--- config.mk ---
export PLATFORM = sky130hd
export DESIGN_NAME = two_level_priority_queue_top
export DESIGN_NICKNAME = d
export VERILOG_FILES = /design/src/sv/tpq_pkg.sv /design/src/sv/tpq_fifo_mem.sv /design/src/sv/two_level_priority_queue_top.sv
export SDC_FILE = /design/constraint.sdc
export NUM_CORES = 1
export LEC_CHECK = 0
export BUFFER_PORTS_ARGS = -buffer_cell sky130_fd_sc_hd__buf_2
export CAP_MARGIN = 10
export CORE_UTILIZATION = 29
export DETAILED_ROUTE_END_ITERATION = 8
export PLACE_DENSITY = 0.5
export SLEW_MARGIN = 30
export SYNTH_ARGS = -nofsm -noshare
export SYNTH_HDL_FRONTEND = slang
export SYNTH_SLANG_ARGS = --single-unit
--- constraint.sdc ---
create_clock -name i_clk -period 7.1 [get_ports i_clk]
set_input_delay 2.13 -clock i_clk [delete_from_list [all_inputs] [get_ports i_clk]]
set_output_delay 2.13 -clock i_clk [all_outputs]
set_load 0.005 [all_outputs]
--- src/sv/tpq_pkg.sv ---
`timescale 1ns / 1ps
// Shared types and codes for the two-level priority queue.
// No dependencies.
package tpq_pkg;

    localparam int unsigned DEFAULT_DEPTH      = 8;
    localparam int unsigned DEFAULT_DATA_WIDTH = 32;

    localparam int unsigned VALUE_W = 32;
    localparam int unsigned COUNT_W = 4;

    localparam logic OP_INSERT = 1'b0;
    localparam logic OP_REMOVE = 1'b1;

    localparam logic [1:0] KEY_HIGH = 2'd1;
    localparam logic [1:0] KEY_LOW  = 2'd2;
    localparam logic [1:0] LVL_NONE = 2'd0;

    typedef enum logic [1:0] {
        ST_OK      = 2'd0,
        ST_FULL    = 2'd1,
        ST_EMPTY   = 2'd2,
        ST_INVALID = 2'd3
    } t_status;

    typedef enum logic {
        S_IDLE = 1'b0,
        S_READ = 1'b1
    } t_state;

    typedef struct packed {
        logic push;
        logic pop;
    } t_fifo_ctrl;

endpackage

--- src/sv/tpq_fifo_mem.sv ---
`timescale 1ns / 1ps
// One queue level: circular buffer memory with head/tail pointers and fill count.
// Depends on tpq_pkg. Read data is registered, valid in the cycle after pop.
module tpq_fifo_mem #(
    parameter int unsigned DEPTH      = tpq_pkg::DEFAULT_DEPTH,
    parameter int unsigned DATA_WIDTH = tpq_pkg::DEFAULT_DATA_WIDTH,
    parameter int unsigned CW         = $clog2(DEPTH + 1)
) (
    input  logic                  i_clk,
    input  logic                  i_rst_n,
    input  tpq_pkg::t_fifo_ctrl   i_ctrl,
    input  logic [DATA_WIDTH-1:0] i_wdata,
    output logic [DATA_WIDTH-1:0] o_rdata,
    output logic [CW-1:0]         o_count
);
    import tpq_pkg::*;

    localparam int unsigned AW = (DEPTH > 1) ? $clog2(DEPTH) : 1;
    localparam logic [AW-1:0] LAST_IDX = AW'(DEPTH - 1);

    logic [DATA_WIDTH-1:0] r_mem [DEPTH];
    logic [DATA_WIDTH-1:0] r_rdata;
    logic [AW-1:0]         r_head, n_head;
    logic [AW-1:0]         r_tail, n_tail;
    logic [CW-1:0]         r_count, n_count;

    always_comb begin
        n_head  = r_head;
        n_tail  = r_tail;
        n_count = r_count;
        if (i_ctrl.push) begin
            n_tail  = (r_tail == LAST_IDX) ? '0 : r_tail + AW'(1);
            n_count = r_count + CW'(1);
        end else if (i_ctrl.pop) begin
            n_head  = (r_head == LAST_IDX) ? '0 : r_head + AW'(1);
            n_count = r_count - CW'(1);
        end
    end

    always_ff @(posedge i_clk) begin
        if (!i_rst_n) begin
            r_head  <= '0;
            r_tail  <= '0;
            r_count <= '0;
        end else begin
            r_head  <= n_head;
            r_tail  <= n_tail;
            r_count <= n_count;
        end
    end

    always_ff @(posedge i_clk) begin
        if (i_ctrl.push) begin
            r_mem[r_tail] <= i_wdata;
        end
        if (i_ctrl.pop) begin
            r_rdata <= r_mem[r_head];
        end
    end

    assign o_rdata = r_rdata;
    assign o_count = r_count;

endmodule

--- src/sv/two_level_priority_queue_top.sv ---
`timescale 1ns / 1ps
// Two-level strict priority queue: control FSM, output register, two level memories.
// Depends on tpq_pkg and tpq_fifo_mem.
//
//  channel | valid       | stall       | fields
//  in      | i_in_valid  | o_in_stall  | i_op, i_item_value, i_priority_key
//  out     | o_out_valid | i_out_stall | o_status, o_removed_value, o_removed_level,
//          |             |             | o_high_count, o_low_count
//
// Insert, failed remove: result in the next cycle, one item per cycle unless output stalls.
// Successful remove: value passes the memory read register, then the output register.
// Reset clears pointers, fill counts and the FSM; memory contents are not cleared.
// Input stalls while a result waits under output stall and during the memory read cycle.
module two_level_priority_queue_top #(
    parameter int unsigned DEPTH      = tpq_pkg::DEFAULT_DEPTH,
    parameter int unsigned DATA_WIDTH = tpq_pkg::DEFAULT_DATA_WIDTH
) (
    input  logic                        i_clk,
    input  logic                        i_rst_n,
    input  logic                        i_in_valid,
    output logic                        o_in_stall,
    input  logic                        i_op,
    input  logic signed [tpq_pkg::VALUE_W-1:0] i_item_value,
    input  logic [1:0]                  i_priority_key,
    output logic                        o_out_valid,
    input  logic                        i_out_stall,
    output logic [1:0]                  o_status,
    output logic signed [tpq_pkg::VALUE_W-1:0] o_removed_value,
    output logic [1:0]                  o_removed_level,
    output logic [tpq_pkg::COUNT_W-1:0] o_high_count,
    output logic [tpq_pkg::COUNT_W-1:0] o_low_count
);
    import tpq_pkg::*;

    localparam int unsigned CW = $clog2(DEPTH + 1);
    localparam logic [CW-1:0] FULL_CNT = CW'(DEPTH);

    t_state              r_state, n_state;
    logic                r_out_valid, n_out_valid;
    t_status             r_status, n_status;
    logic [1:0]          r_level, n_level;
    logic [VALUE_W-1:0]  r_value, n_value;
    logic [CW-1:0]       r_hc, n_hc;
    logic [CW-1:0]       r_lc, n_lc;
    logic                r_pop_high, n_pop_high;

    t_fifo_ctrl            w_hi_ctrl, w_lo_ctrl;
    logic [DATA_WIDTH-1:0] w_wdata;
    logic [DATA_WIDTH-1:0] w_hi_rdata, w_lo_rdata;
    logic [CW-1:0]         w_hi_count, w_lo_count;
    logic                  w_accept;
    logic                  w_hi_full, w_lo_full;

    assign w_wdata   = DATA_WIDTH'(unsigned'(i_item_value));
    assign w_hi_full = (w_hi_count == FULL_CNT);
    assign w_lo_full = (w_lo_count == FULL_CNT);

    tpq_fifo_mem #(.DEPTH(DEPTH), .DATA_WIDTH(DATA_WIDTH), .CW(CW)) u_high (
        .i_clk   (i_clk),
        .i_rst_n (i_rst_n),
        .i_ctrl  (w_hi_ctrl),
        .i_wdata (w_wdata),
        .o_rdata (w_hi_rdata),
        .o_count (w_hi_count)
    );

    tpq_fifo_mem #(.DEPTH(DEPTH), .DATA_WIDTH(DATA_WIDTH), .CW(CW)) u_low (
        .i_clk   (i_clk),
        .i_rst_n (i_rst_n),
        .i_ctrl  (w_lo_ctrl),
        .i_wdata (w_wdata),
        .o_rdata (w_lo_rdata),
        .o_count (w_lo_count)
    );

    always_comb begin
        n_state     = r_state;
        n_out_valid = r_out_valid && i_out_stall;
        n_status    = r_status;
        n_level     = r_level;
        n_value     = r_value;
        n_hc        = r_hc;
        n_lc        = r_lc;
        n_pop_high  = r_pop_high;
        w_hi_ctrl   = '0;
        w_lo_ctrl   = '0;
        o_in_stall  = 1'b1;
        w_accept    = 1'b0;
        unique case (r_state)
            S_IDLE: begin
                o_in_stall = r_out_valid && i_out_stall;
                w_accept   = i_in_valid && !o_in_stall;
                if (w_accept) begin
                    n_status = ST_OK;
                    n_level  = LVL_NONE;
                    n_value  = '0;
                    n_hc     = w_hi_count;
                    n_lc     = w_lo_count;
                    n_out_valid = 1'b1;
                    if (i_op == OP_INSERT) begin
                        priority if (w_hi_full && w_lo_full) begin
                            n_status = ST_FULL;
                        end else if (i_priority_key == KEY_HIGH) begin
                            if (w_hi_full) begin
                                n_status = ST_FULL;
                            end else begin
                                w_hi_ctrl.push = 1'b1;
                                n_hc = w_hi_count + CW'(1);
                            end
                        end else if (i_priority_key == KEY_LOW) begin
                            if (w_lo_full) begin
                                n_status = ST_FULL;
                            end else begin
                                w_lo_ctrl.push = 1'b1;
                                n_lc = w_lo_count + CW'(1);
                            end
                        end else begin
                            n_status = ST_INVALID;
                        end
                    end else begin
                        priority if (w_hi_count == '0 && w_lo_count == '0) begin
                            n_status = ST_EMPTY;
                        end else if (w_hi_count != '0) begin
                            w_hi_ctrl.pop = 1'b1;
                            n_hc        = w_hi_count - CW'(1);
                            n_level     = KEY_HIGH;
                            n_pop_high  = 1'b1;
                            n_out_valid = 1'b0;
                            n_state     = S_READ;
                        end else begin
                            w_lo_ctrl.pop = 1'b1;
                            n_lc        = w_lo_count - CW'(1);
                            n_level     = KEY_LOW;
                            n_pop_high  = 1'b0;
                            n_out_valid = 1'b0;
                            n_state     = S_READ;
                        end
                    end
                end
            end
            S_READ: begin
                n_value     = VALUE_W'(r_pop_high ? w_hi_rdata : w_lo_rdata);
                n_out_valid = 1'b1;
                n_state     = S_IDLE;
            end
            default: begin
                n_state = S_IDLE;
            end
        endcase
    end

    always_ff @(posedge i_clk) begin
        if (!i_rst_n) begin
            r_state     <= S_IDLE;
            r_out_valid <= 1'b0;
        end else begin
            r_state     <= n_state;
            r_out_valid <= n_out_valid;
        end
    end

    always_ff @(posedge i_clk) begin
        r_status   <= n_status;
        r_level    <= n_level;
        r_value    <= n_value;
        r_hc       <= n_hc;
        r_lc       <= n_lc;
        r_pop_high <= n_pop_high;
    end

    assign o_out_valid     = r_out_valid;
    assign o_status        = r_status;
    assign o_removed_value = signed'(r_value);
    assign o_removed_level = r_level;
    assign o_high_count    = COUNT_W'(r_hc);
    assign o_low_count     = COUNT_W'(r_lc);

    a_read_no_result: assert property (@(posedge i_clk) disable iff (!i_rst_n)
        r_state == S_READ |-> !r_out_valid)
        else $error("result pending during memory read");

    a_fill_bound: assert property (@(posedge i_clk) disable iff (!i_rst_n)
        w_hi_count <= FULL_CNT && w_lo_count <= FULL_CNT)
        else $error("level fill beyond depth");

    a_level_ok: assert property (@(posedge i_clk) disable iff (!i_rst_n)
        r_out_valid && r_level != LVL_NONE |-> r_status == ST_OK)
        else $error("removed level on failed step");

    a_remove_reads: assert property (@(posedge i_clk) disable iff (!i_rst_n)
        w_accept && i_op == OP_REMOVE && (w_hi_count != '0 || w_lo_count != '0)
        |=> r_state == S_READ)
        else $error("successful remove skipped memory read");

endmodule
== Word level (Yosys, flattened, before mapping) ==
Memory sizes are Yosys's and may differ from the RTL's. A register that Yosys moved wholly into a read port is not among the register bits.
Cells that the tools add are included.
Storage, ports and cells
  RAM bits: 512
  memories: 2
  logic and storage cells: 117
  input bits: 39
  output and inout port bits: 46
  flip-flop bits (word level): 67
Cells by class
  reduce and logical (&&, ||, !) cells: 15
  eq/ne operators: 9
  muxes and demuxes: 64
  add/subtract/negate cells: 8
  bitwise gates (word level): 5
Memory list
  u_high.r_mem: depth 8, width 32, rd ports 1, clocked after memory_dff 1, wr ports 1, RTL line tpq_fifo_mem.sv:21  | logic [DATA_WIDTH-1:0] r_mem [DEPTH];
  u_low.r_mem: depth 8, width 32, rd ports 1, clocked after memory_dff 1, wr ports 1, RTL line tpq_fifo_mem.sv:21
Operator list (count)
  $mux 4: 17
  $mux 32: 2
  $pmux 32 s2: 1
  $mux 1: 28
  $mux 2: 10
  $add 3x1->3 const B: 4
  $eq 3x3->1 const B: 4
  $mux 3: 4
  $add 4x1->4 const B: 2
  $eq 4x4->1 const B: 2
  $logic_not 4->1: 2
  $sub 4x1->4 const B: 2
  $reduce_and 2->1: 3
  $not 1->1: 5
  $logic_and 1x1->1: 4
  $pmux 1 s2: 2
  $reduce_and 4->1: 1
  $reduce_bool 2->1: 2
  $reduce_bool 4->1: 1
  $eq 2x1->1 const B: 1
  $eq 2x2->1 const B: 1
  $ne 2x2->1 const B: 1
  $reduce_or 2->1: 1
  $logic_not 1->1: 1

== Longest topological paths before layout ==
Gate-level depths: netlist of run 1.
  depth in word-level cells: 10
  depth in mapped cells: 9
  depth with buffers taken out: 6

== By module ==
A second synthesis of run 1 with hierarchy kept.
Unflattened totals
  cell total of the unflattened synthesis: 1154
  area, all modules: 24922.7 µm²
By module, submodules not included
  tpq_fifo_mem (u_low): area an instance 11207.0 µm², times used 1, seq. area each 8848.5 µm², cells an instance 472
  tpq_fifo_mem (u_high): area an instance 11174.5 µm², times used 1, seq. area each 8848.5 µm², cells an instance 473
  two_level_priority_queue_top: area an instance 2541.2 µm², times used 1, seq. area each 1391.3 µm², cells an instance 209

== Least setup slack after synthesis of run 1 ==
OpenSTA, ideal clock, no wires.
  path type: input to register
  start: input port i_priority_key[1]
  end: memory u_low.r_mem[0][0] in the netlist's numbering, enable pin
  data required time: 6639 ps
  arrival time: 5520 ps
  path buffers: 1
  stages on the path: 7
  library setup time: 461 ps
  setup slack: 1119 ps
  path through: inv_1 ha_1 buf_6 nor3b_4 nand4_4 or2_2 nor3_1
On the way
  longest elaborated chain between the ends: 9
  elaborated cells between the ends (all ways): 10
  classes of those cells: eq/ne (2); mux (8)
RTL lines
  from (decl): RTL line two_level_priority_queue_top.sv:24  | input logic [1:0] i_priority_key,
  $eq 2x2->1: RTL line two_level_priority_queue_top.sv:110  | end else if (i_priority_key == KEY_LOW) begin
  $mux 1: RTL line two_level_priority_queue_top.sv:110
  $mux 1 (*): RTL line two_level_priority_queue_top.sv:103  | end else if (i_priority_key == KEY_HIGH) begin
  $mux 1 (*): RTL line two_level_priority_queue_top.sv:101  | priority if (w_hi_full && w_lo_full) begin
  $mux 1 (*): RTL line two_level_priority_queue_top.sv:100  | if (i_op == OP_INSERT) begin
  $mux 2 (*): RTL line two_level_priority_queue_top.sv:93  | if (w_accept) begin
  $mux 2 (*): RTL line two_level_priority_queue_top.sv:89  | unique case (r_state)
  $mux 1 (*): RTL line tpq_fifo_mem.sv:53  | if (i_ctrl.push) begin
  $mux 1 (implied by the code) (*): RTL line tpq_fifo_mem.sv:54  | r_mem[r_tail] <= i_wdata;
  to (decl): RTL line tpq_fifo_mem.sv:21
Mark *: on every way between the ends. The rest lies on a longest branch, timed or not.

== Final worst setup path of run 1 ==
  start: input port i_out_stall
  end: output port o_in_stall
On the way
  longest elaborated chain between the ends: 2
RTL lines
  from (decl): RTL line two_level_priority_queue_top.sv:26  | input logic i_out_stall,
  $logic_and 1x1->1: RTL line two_level_priority_queue_top.sv:91  | o_in_stall = r_out_valid && i_out_stall;
  $mux 1: RTL line two_level_priority_queue_top.sv:89
  to (decl): RTL line two_level_priority_queue_top.sv:21  | output logic o_in_stall,
No other way between the ends.

==> impl_metrics.json, run 1 <==
{
  "post_cts_resized": 0,
  "hold_buffers": 0,
  "cts_buffers": 70,
  "pre_cts_slack_ns": 1.51,
  "worstSetupEndpointType": "primary output",
  "power.density_nw_per_um2": 277,
  "fmaxAchievable_ghz": 0.202,
  "worstMarginPinSlew_ns": 0.876,
  "max_slew_margin_pct": 41.6,
  "synthXorXnorAreaFrac_pct": 0.141,
  "clockRootBuffer": "clkbuf_16",
  "hold_viol": 0,
  "path_max_fanout": 6,
  "synth_top_family_by_area": "multiplexers",
  "postCtsSetupBuffers": 0,
  "period_share_pct": 69.8,
  "synth-simple-area-share_pct": 3.24,
  "die_w_microns": 295,
  "netlist_instances": 1162,
  "whs_ns": 0.502,
  "cp_cell_sequence": "buf_2 -> a21oi_2 -> inv_1 -> buf_2",
  "row_count": 106,
  "die_h_microns": 295,
  "synth_edf_count": 621,
  "cp.required_ns": 4.97,
  "slowest_delay_ns": 0.34,
  "drc": 0,
  "setup_violations": 0,
  "fin_crit_ns": 4.95,
  "cp.arrival_ns": 2.82,
  "grt-ovfl-total": 0,
  "setup_tns_ns": 0,
  "drive_gt1_share_pct": 32.7,
  "cts_max_level": 3,
  "core_area_sq_um": 84200,
  "p_leak_nw": 9.16,
  "grt_pass1_vias": 12300,
  "synthFlopType": "edfxtp_1",
  "viasPerCell": 4.56,
  "worst_slack_ns": 2.15,
  "drtPass1Iterations": 5,
  "min_path_type": "reg -> reg",
  "io_buffers": 84,
  "crit_slowest_cell": "a21oi_2",
  "antenna_found_initial": 3,
  "crit_path_frequent_cell": "buf_2",
  "syn_area_sq_um": 24800,
  "wl_mm": 55.7,
  "path_buf_inv": 3,
  "areaGrowthSynthToFinish_pct": 17.4,
  "grt_pass1_wl_mm": 83.6,
  "gp_congestion": 0.750,
  "num_vias": 11300,
  "ys_seq_elements": 643,
  "rsz0062_at_grt": "no",
  "clk_latency_ns": 0.61,
  "yosysWarnings": 0,
  "boundaryPins": 85,
  "synth-adder-area-share_pct": 0.706,
  "grt_max_degree": 43,
  "async_flop_share_pct": 0,
  "post_drt_wl_per_cell_microns": 22.5,
  "dpl.hpwl_mm": 33.1,
  "postSynthAreaPerCell_sq_um": 21.4,
  "skew_ns": 0.0244,
  "die-area_sq_um": 86800,
  "cap_violations": 0,
  "path_clk_slew_ns": 0.06,
  "grt_usage_pct": 13.3,
  "slew_viol_final": 0,
  "clock_sinks": 643,
  "muxShareOfSynthArea_pct": 16.1,
  "synthesis.nets": 1215,
  "synth-compound-area-share_pct": 1.53,
  "yosysSeqAreaShare_pct": 76.9,
  "final_nets": 1341,
  "tritoncts": "built",
  "clk_path_buf_depth": 3,
  "timing_worst_setup_path_type": "in -> out",
  "ys_types": 58,
  "critPathLaunchType": "input pin",
  "run_status": "complete, no violations",
  "peakVddDrop_mv": 0.155,
  "drt-initial-drc-count": 786,
  "drt.antenna.violating_nets": 0,
  "start_util_pct": 29.5,
  "cp_top_family": "buffers and inverters"
}
## worst register-to-register path, stage by stage (launching register included)
cell and delay (ns):
dfxtp_2 0.57, a21oi_2 0.46, nand2_1 0.39, inv_1 0.70
nand3_1 0.48, nor2_4 0.60, buf_4 0.44
## state kept, by name, indices dropped and copies added, names as in the netlist, 2 cells and up
name and count:
u_high.r_mem 256, u_low.r_mem 256, o_removed_value 32, u_high.o_rdata 32, u_low.o_rdata 32, o_high_count 4, o_low_count 4, u_high.o_count 4
u_low.o_count 4, u_high.r_head 3, u_high.r_tail 3, u_low.r_head 3, u_low.r_tail 3, o_removed_level 2, o_status 2
## worst paths after layout
check	cells past startpoint	endpoint	start	slack, ns
hold reg to reg	2	u_high.r_tail[2]	u_high.r_tail[2]	0.50
setup reg to reg	6	u_high.r_mem[6][17]	r_state	3.14
hold / removal	2	u_high.r_tail[2]	u_high.r_tail[2]	0.50
setup / recovery	4	o_in_stall	i_out_stall	2.15
## cell type report
class | count | area (sq um)
well taps | 1134 | 1420
multi-input cells | 447 | 5500
inverters | 14 | 57.6
flip-flops and latches | 643 | 19100
fillers | 7820 | 55100
clock inverters | 35 | 338
repair buffers | 112 | 793
clock buffers | 91 | 1910
diodes | 1 | 2.50
## metrics by stage
| stage | cell area, sq um | total power [mW] | utilization, % | instances |
|---|---|---|---|---|
| after CTS | 29100 | 8.20 | 34.6 | 2476 |
| after global placement | 26600 | 4.60 | 31.6 | 2340 |
| after global routing | 29100 | 8.37 | 34.6 | 2476 |
| after detailed placement | 26900 | 4.60 | 31.9 | 2350 |
| final | 29100 | 8.08 | 34.6 | 2477 |
| after floorplan | 24800 | 4.46 | - | 1162 |
## power breakdown
part	internal, mW	leakage (nW)	switching (mW)
clock	2.12	1.10	1.45
combinational	0.106	2.23	0.170
sequential	4.20	5.82	0.0289
## placed cells by master, fill, tap and decap left out, drive strengths merged, types with 9 or more instances in the layout
cell	instances
a21oi	22
buf	112
clkbuf	91
clkinv	28
dfxtp	22
edfxtp	621
ha	14
inv	14
mux2	66
mux2i	37
mux4	128
nand2	21
nor2	27
nor2b	35
o21ai	9
## cells in the mapped netlist, types with 2 or more instances
library cell  instances  area [sq um]
buf_6                 3          33.8
nand2_1              21          78.8
o31ai_1               3          22.5
buf_2                17          85.1
nand4_1               3          18.8
o21a_1                3          22.5
a31oi_1               3          18.8
or3b_1                3          26.3
a21boi_0              2          15.0
nand2b_1              7          43.8
mux4_2              128          2880
edfxtp_1            621         18600
o21ai_1               2          10.0
nand3b_1              2          15.0
inv_1                13          48.8
clkbuf_1             22          82.6
and2_1                3          18.8
ha_1                 14           175
o211ai_1              3          22.5
o31a_1                2          17.5
a21o_1                3          22.5
mux2i_1              37           370
mux2_2               66           743
a21oi_1              21           105
o221ai_1              2          17.5
nor3_1                7          35.0
or3_1                 8          50.1
buf_1                 7          26.3
buf_4                 9          67.6
o21ai_0               7          35.0
dfxtp_1              22           440
a22oi_1               2          15.0
nor2_1               27           101
nand3_1               8          40.0
nand4_2               2          25.0
xnor2_1               3          26.3
nor2b_1              35           219
## routing by layer
layer | GRT usage, % | vias to the layer above | routed length [microns]
li1 | - | 5023 | -
met1 | 17.6 | 5993 | 24700
met2 | 22.1 | 235 | 27500
met3 | 2.50 | 52 | 2550
met4 | 3.93 | 4 | 883
met5 | 0 | - | 25
## kinds of logic after synthesis
| kind of cell | count (synthesis) |
|---|---|
| muxes | 231 |
| and+or+nand+nor | 139 |
| AOI/OAI and AO/OA | 59 |
| adders and majority gates | 14 |
| xor gates and xnor gates | 4 |
| buffers and inverters | 72 |
| DFF | 643 |
Power figures use the tool's default switching activity.
==> run 2, diff against run 1 <==
--- a/config.mk
+++ b/config.mk
@@ -5,11 +5,12 @@
 export SDC_FILE = /design/constraint.sdc
 export NUM_CORES = 1
 export LEC_CHECK = 0
+export ABC_AREA = 1
 export BUFFER_PORTS_ARGS = -buffer_cell sky130_fd_sc_hd__buf_2
 export CAP_MARGIN = 10
 export CORE_UTILIZATION = 29
 export DETAILED_ROUTE_END_ITERATION = 8
-export PLACE_DENSITY = 0.5
+export PLACE_DENSITY = 0.52
 export SLEW_MARGIN = 30
 export SYNTH_ARGS = -nofsm -noshare
 export SYNTH_HDL_FRONTEND = slang
==> constraint.sdc (replaced) <==
create_clock -name i_clk -period 4.3 [get_ports i_clk]
set_input_delay 1.29 -clock i_clk [delete_from_list [all_inputs] [get_ports i_clk]]
set_output_delay 1.29 -clock i_clk [all_outputs]
set_load 0.005 [all_outputs]
==> run 2 against run 1 <==
  * Sequential share of layout area shrank 0.27 points
  * Worst setup slack lost 0.98 ns
  * Clock skew grew 0.0073 ns
  * Utilization shrank 0.47 points
  * Power grew 77%
  * First-iteration DRC count grew 60%
  * Highest routed layer unchanged
  * Largest power group unchanged
  * Clock-buffer cell count shrank 6
  * Register-to-register slack lost 1.6 ns
  * Global-route usage grew 1.8 points
  * Combinational power grew to 5.2 times the previous value
  * Cell area grew 0.36%
  * Sequential power grew 71%
==> impl_metrics.json, run 2 <==
{
  "critical_path_depth": 9,
  "slew_viol_final": 0,
  "run_status": "complete, no violations",
  "max_slew_margin_pct": 34.4,
  "path_max_fanout": 32,
  "yosysTopAreaCell": "edfxtp_1",
  "rsz0062_at_grt": "no",
  "intPower_mw": 10.8,
  "yosys.area.top_type_share_pct": 73.9,
  "peakVddDrop_mv": 0.265,
  "antenna_found_initial": 5,
  "whs_ns": 0.537,
  "wl_met1_mm": 31.7,
  "drt.antenna.violating_nets": 0,
  "num_vias": 15700,
  "clock_sinks": 643,
  "placed_cell_area_sq_um": 27100,
  "io_buffers": 84,
  "core_area_sq_um": 85700,
  "synthFlopType": "edfxtp_1",
  "crit_slowest_cell": "buf_4",
  "fin_crit_ns": 3.14,
  "netlist_instances": 1980,
  "grt_pass1_vias": 15300,
  "p_sw_mw": 3.52,
  "drive_gt1_share_pct": 12.7,
  "yosysWarnings": 0,
  "cts_max_level": 3,
  "reg.largest.list": "u_high.r_mem (256), u_low.r_mem (256)",
  "routed.top_layer": "met5",
  "grt_max_degree": 131,
  "cp_top_family": "simple AND/OR/NAND/NOR gates",
  "place_inst": 3144,
  "period_share_pct": 72.9,
  "cp.arrival_ns": 3.38,
  "grt_usage_pct": 15.0,
  "total_power_mw": 14.3,
  "tritoncts": "built",
  "grt_pass1_wl_mm": 99.9,
  "sequentialPowerShare_pct": 50.5,
  "cp.required_ns": 4.54,
  "worstSetupEndpointType": "flip-flop",
  "postCtsSetupBuffers": 0,
  "boundaryPins": 85,
  "startpoint": "i_priority_key[1]",
  "row_count": 107,
  "critPathLaunchType": "input pin",
  "fin_util_pct": 34.1,
  "synthesis.nets": 2033,
  "p_leak_nw": 9.89,
  "cp_cell_sequence": "buf_2 -> inv_1 -> ha_1 -> nor2_4 -> nand3_1 -> nor2_2 -> nand2_1 -> nor2_4 -> buf_4",
  "gp_congestion": 0.791,
  "ys_seq_elements": 643,
  "worstMarginPinSlew_ns": 0.984,
  "clockRootBuffer": "clkbuf_16",
  "min-delay-start": "u_high.r_tail[0]",
  "areaGrowthSynthToFinish_pct": 15.8,
  "setup_violations": 0,
  "synth_common_cells": "edfxtp_1 (621), nor2_1 (419), o21ai_0 (291)",
  "slowest_delay_ns": 0.46,
  "post_cts_resized": 0,
  "dr_wl_met2_mm": 30.1,
  "start_util_pct": 29.5,
  "path_buf_inv": 3,
  "setup_tns_ns": 0,
  "yosysSeqAreaShare_pct": 75.6,
  "syn_area_sq_um": 25200,
  "drtPass1Iterations": 5,
  "ys_types": 38,
  "synth_edf_count": 621,
  "yosysMostFrequentCell": "edfxtp_1",
  "dr_wl_met3_mm": 4.25,
  "r2r-start": "u_low.o_count[0]",
  "die_h_microns": 297,
  "hold_viol": 0,
  "hold_buffers": 0,
  "min_path_type": "reg -> reg",
  "cts_buffers": 66,
  "final_cell_mix": "edfxtp_1 (621), nor2_1 (407), o21ai_0 (291)",
  "post_drt_wl_per_cell_microns": 20.6,
  "power.density_nw_per_um2": 489,
  "grt-ovfl-total": 0,
  "die_w_microns": 297,
  "wl_mm": 67.1,
  "viasPerCell": 4.81,
  "crit_path_frequent_cell": "nor2_4",
  "r2r_cells": 8,
  "cap_violations": 0,
  "path_clk_slew_ns": 0.06,
  "combPwrFrac_pct": 10.0,
  "drc": 0,
  "hold_path_depth": 2,
  "dpl.hpwl_mm": 39.5,
  "p_clk_share_pct": 39.5,
  "pre_cts_slack_ns": 0.612,
  "die-area_sq_um": 88200,
  "async_flop_share_pct": 0,
  "final_common_cell": "edfxtp_1",
  "worst_slack_ns": 1.16,
  "swShare_pct": 24.6,
  "final_nets": 2121,
  "timing_worst_setup_path_type": "in -> reg",
  "synth_area_leaders": "edfxtp_1 (74%), nor2_1 (6.2%), o21ai_0 (5.8%)",
  "fillCellCount": 8460,
  "postSynthAreaPerCell_sq_um": 12.7,
  "clk_latency_ns": 0.61,
  "skew_ns": 0.0317,
  "fmaxAchievable_ghz": 0.319,
  "clk_path_buf_depth": 3,
  "layout.cells.non_filler": 3261,
  "design_area_sq_um": 29200,
  "drt-initial-drc-count": 1261
}
-- run 2: cell types whose count changed after synthesis, moves of 14 or more --
| cell | delta |
|---|---|
| mux4_2 | -128 |
| nand2_1 | +223 |
| clkbuf_1 | +34 |
| o21ai_0 | +284 |
| mux2i_1 | -36 |
| nor2b_1 | -35 |
| nor2_1 | +392 |
| a31oi_1 | +62 |
| a21oi_1 | +63 |
| buf_2 | +15 |
| mux2_2 | -66 |
| o21ai_1 | +14 |
| inv_1 | +18 |
-- run 2: cell type report --
class                   instances  area [sq um]  area share (%)
well taps                    1144          1430            4.89
diodes                          1          2.50         0.00856
flip-flops and latches        643         19100            65.3
multi-input cells            1186          5590            19.1
inverters                      42           175           0.599
clock inverters                31           277           0.946
clock buffers                  85          1820            6.22
repair buffers                129           846            2.89
-- run 2: path summary, 6_finish.rpt --
check / endpoint / slack [ns]
worst max-delay path: u_low.r_mem[5][16] / 1.16
worst max register to register: u_low.r_mem[5][16] / 1.55
worst min-delay path: u_high.r_tail[0] / 0.54
worst min register to register: u_high.r_tail[0] / 0.54
-- run 2: worst min-delay path: cells and delay by family (launching register included) --
kind          cells  cell delay [ns]
flops             1             0.34
simple gates      2             0.15
-- run 2: cell families after synthesis --
kind of cell	synth area share, %
compound gates	9.56
xor+xnor	0.278
fa+ha+maj	0.694
buf+inv	2.75
flops	75.6
mux	0.0397
simple gates	11.1
-- run 2: routing by layer --
layer  GRT usage (%)  up-vias
met5               0        -
met4            3.47        4
met3            2.96       83
met2            22.9      515
met1            22.1     7824
li1                -     7251
-- run 2: power groups by stage --
stage	clock (mW)	sequential, mW	combinational, mW
floorplan	0	7.30	0.870
global placement	0	7.34	1.43
detailed placement	0	7.35	1.44
CTS	5.75	7.21	1.45
global route	6.00	7.23	1.59
finish	5.65	7.22	1.43
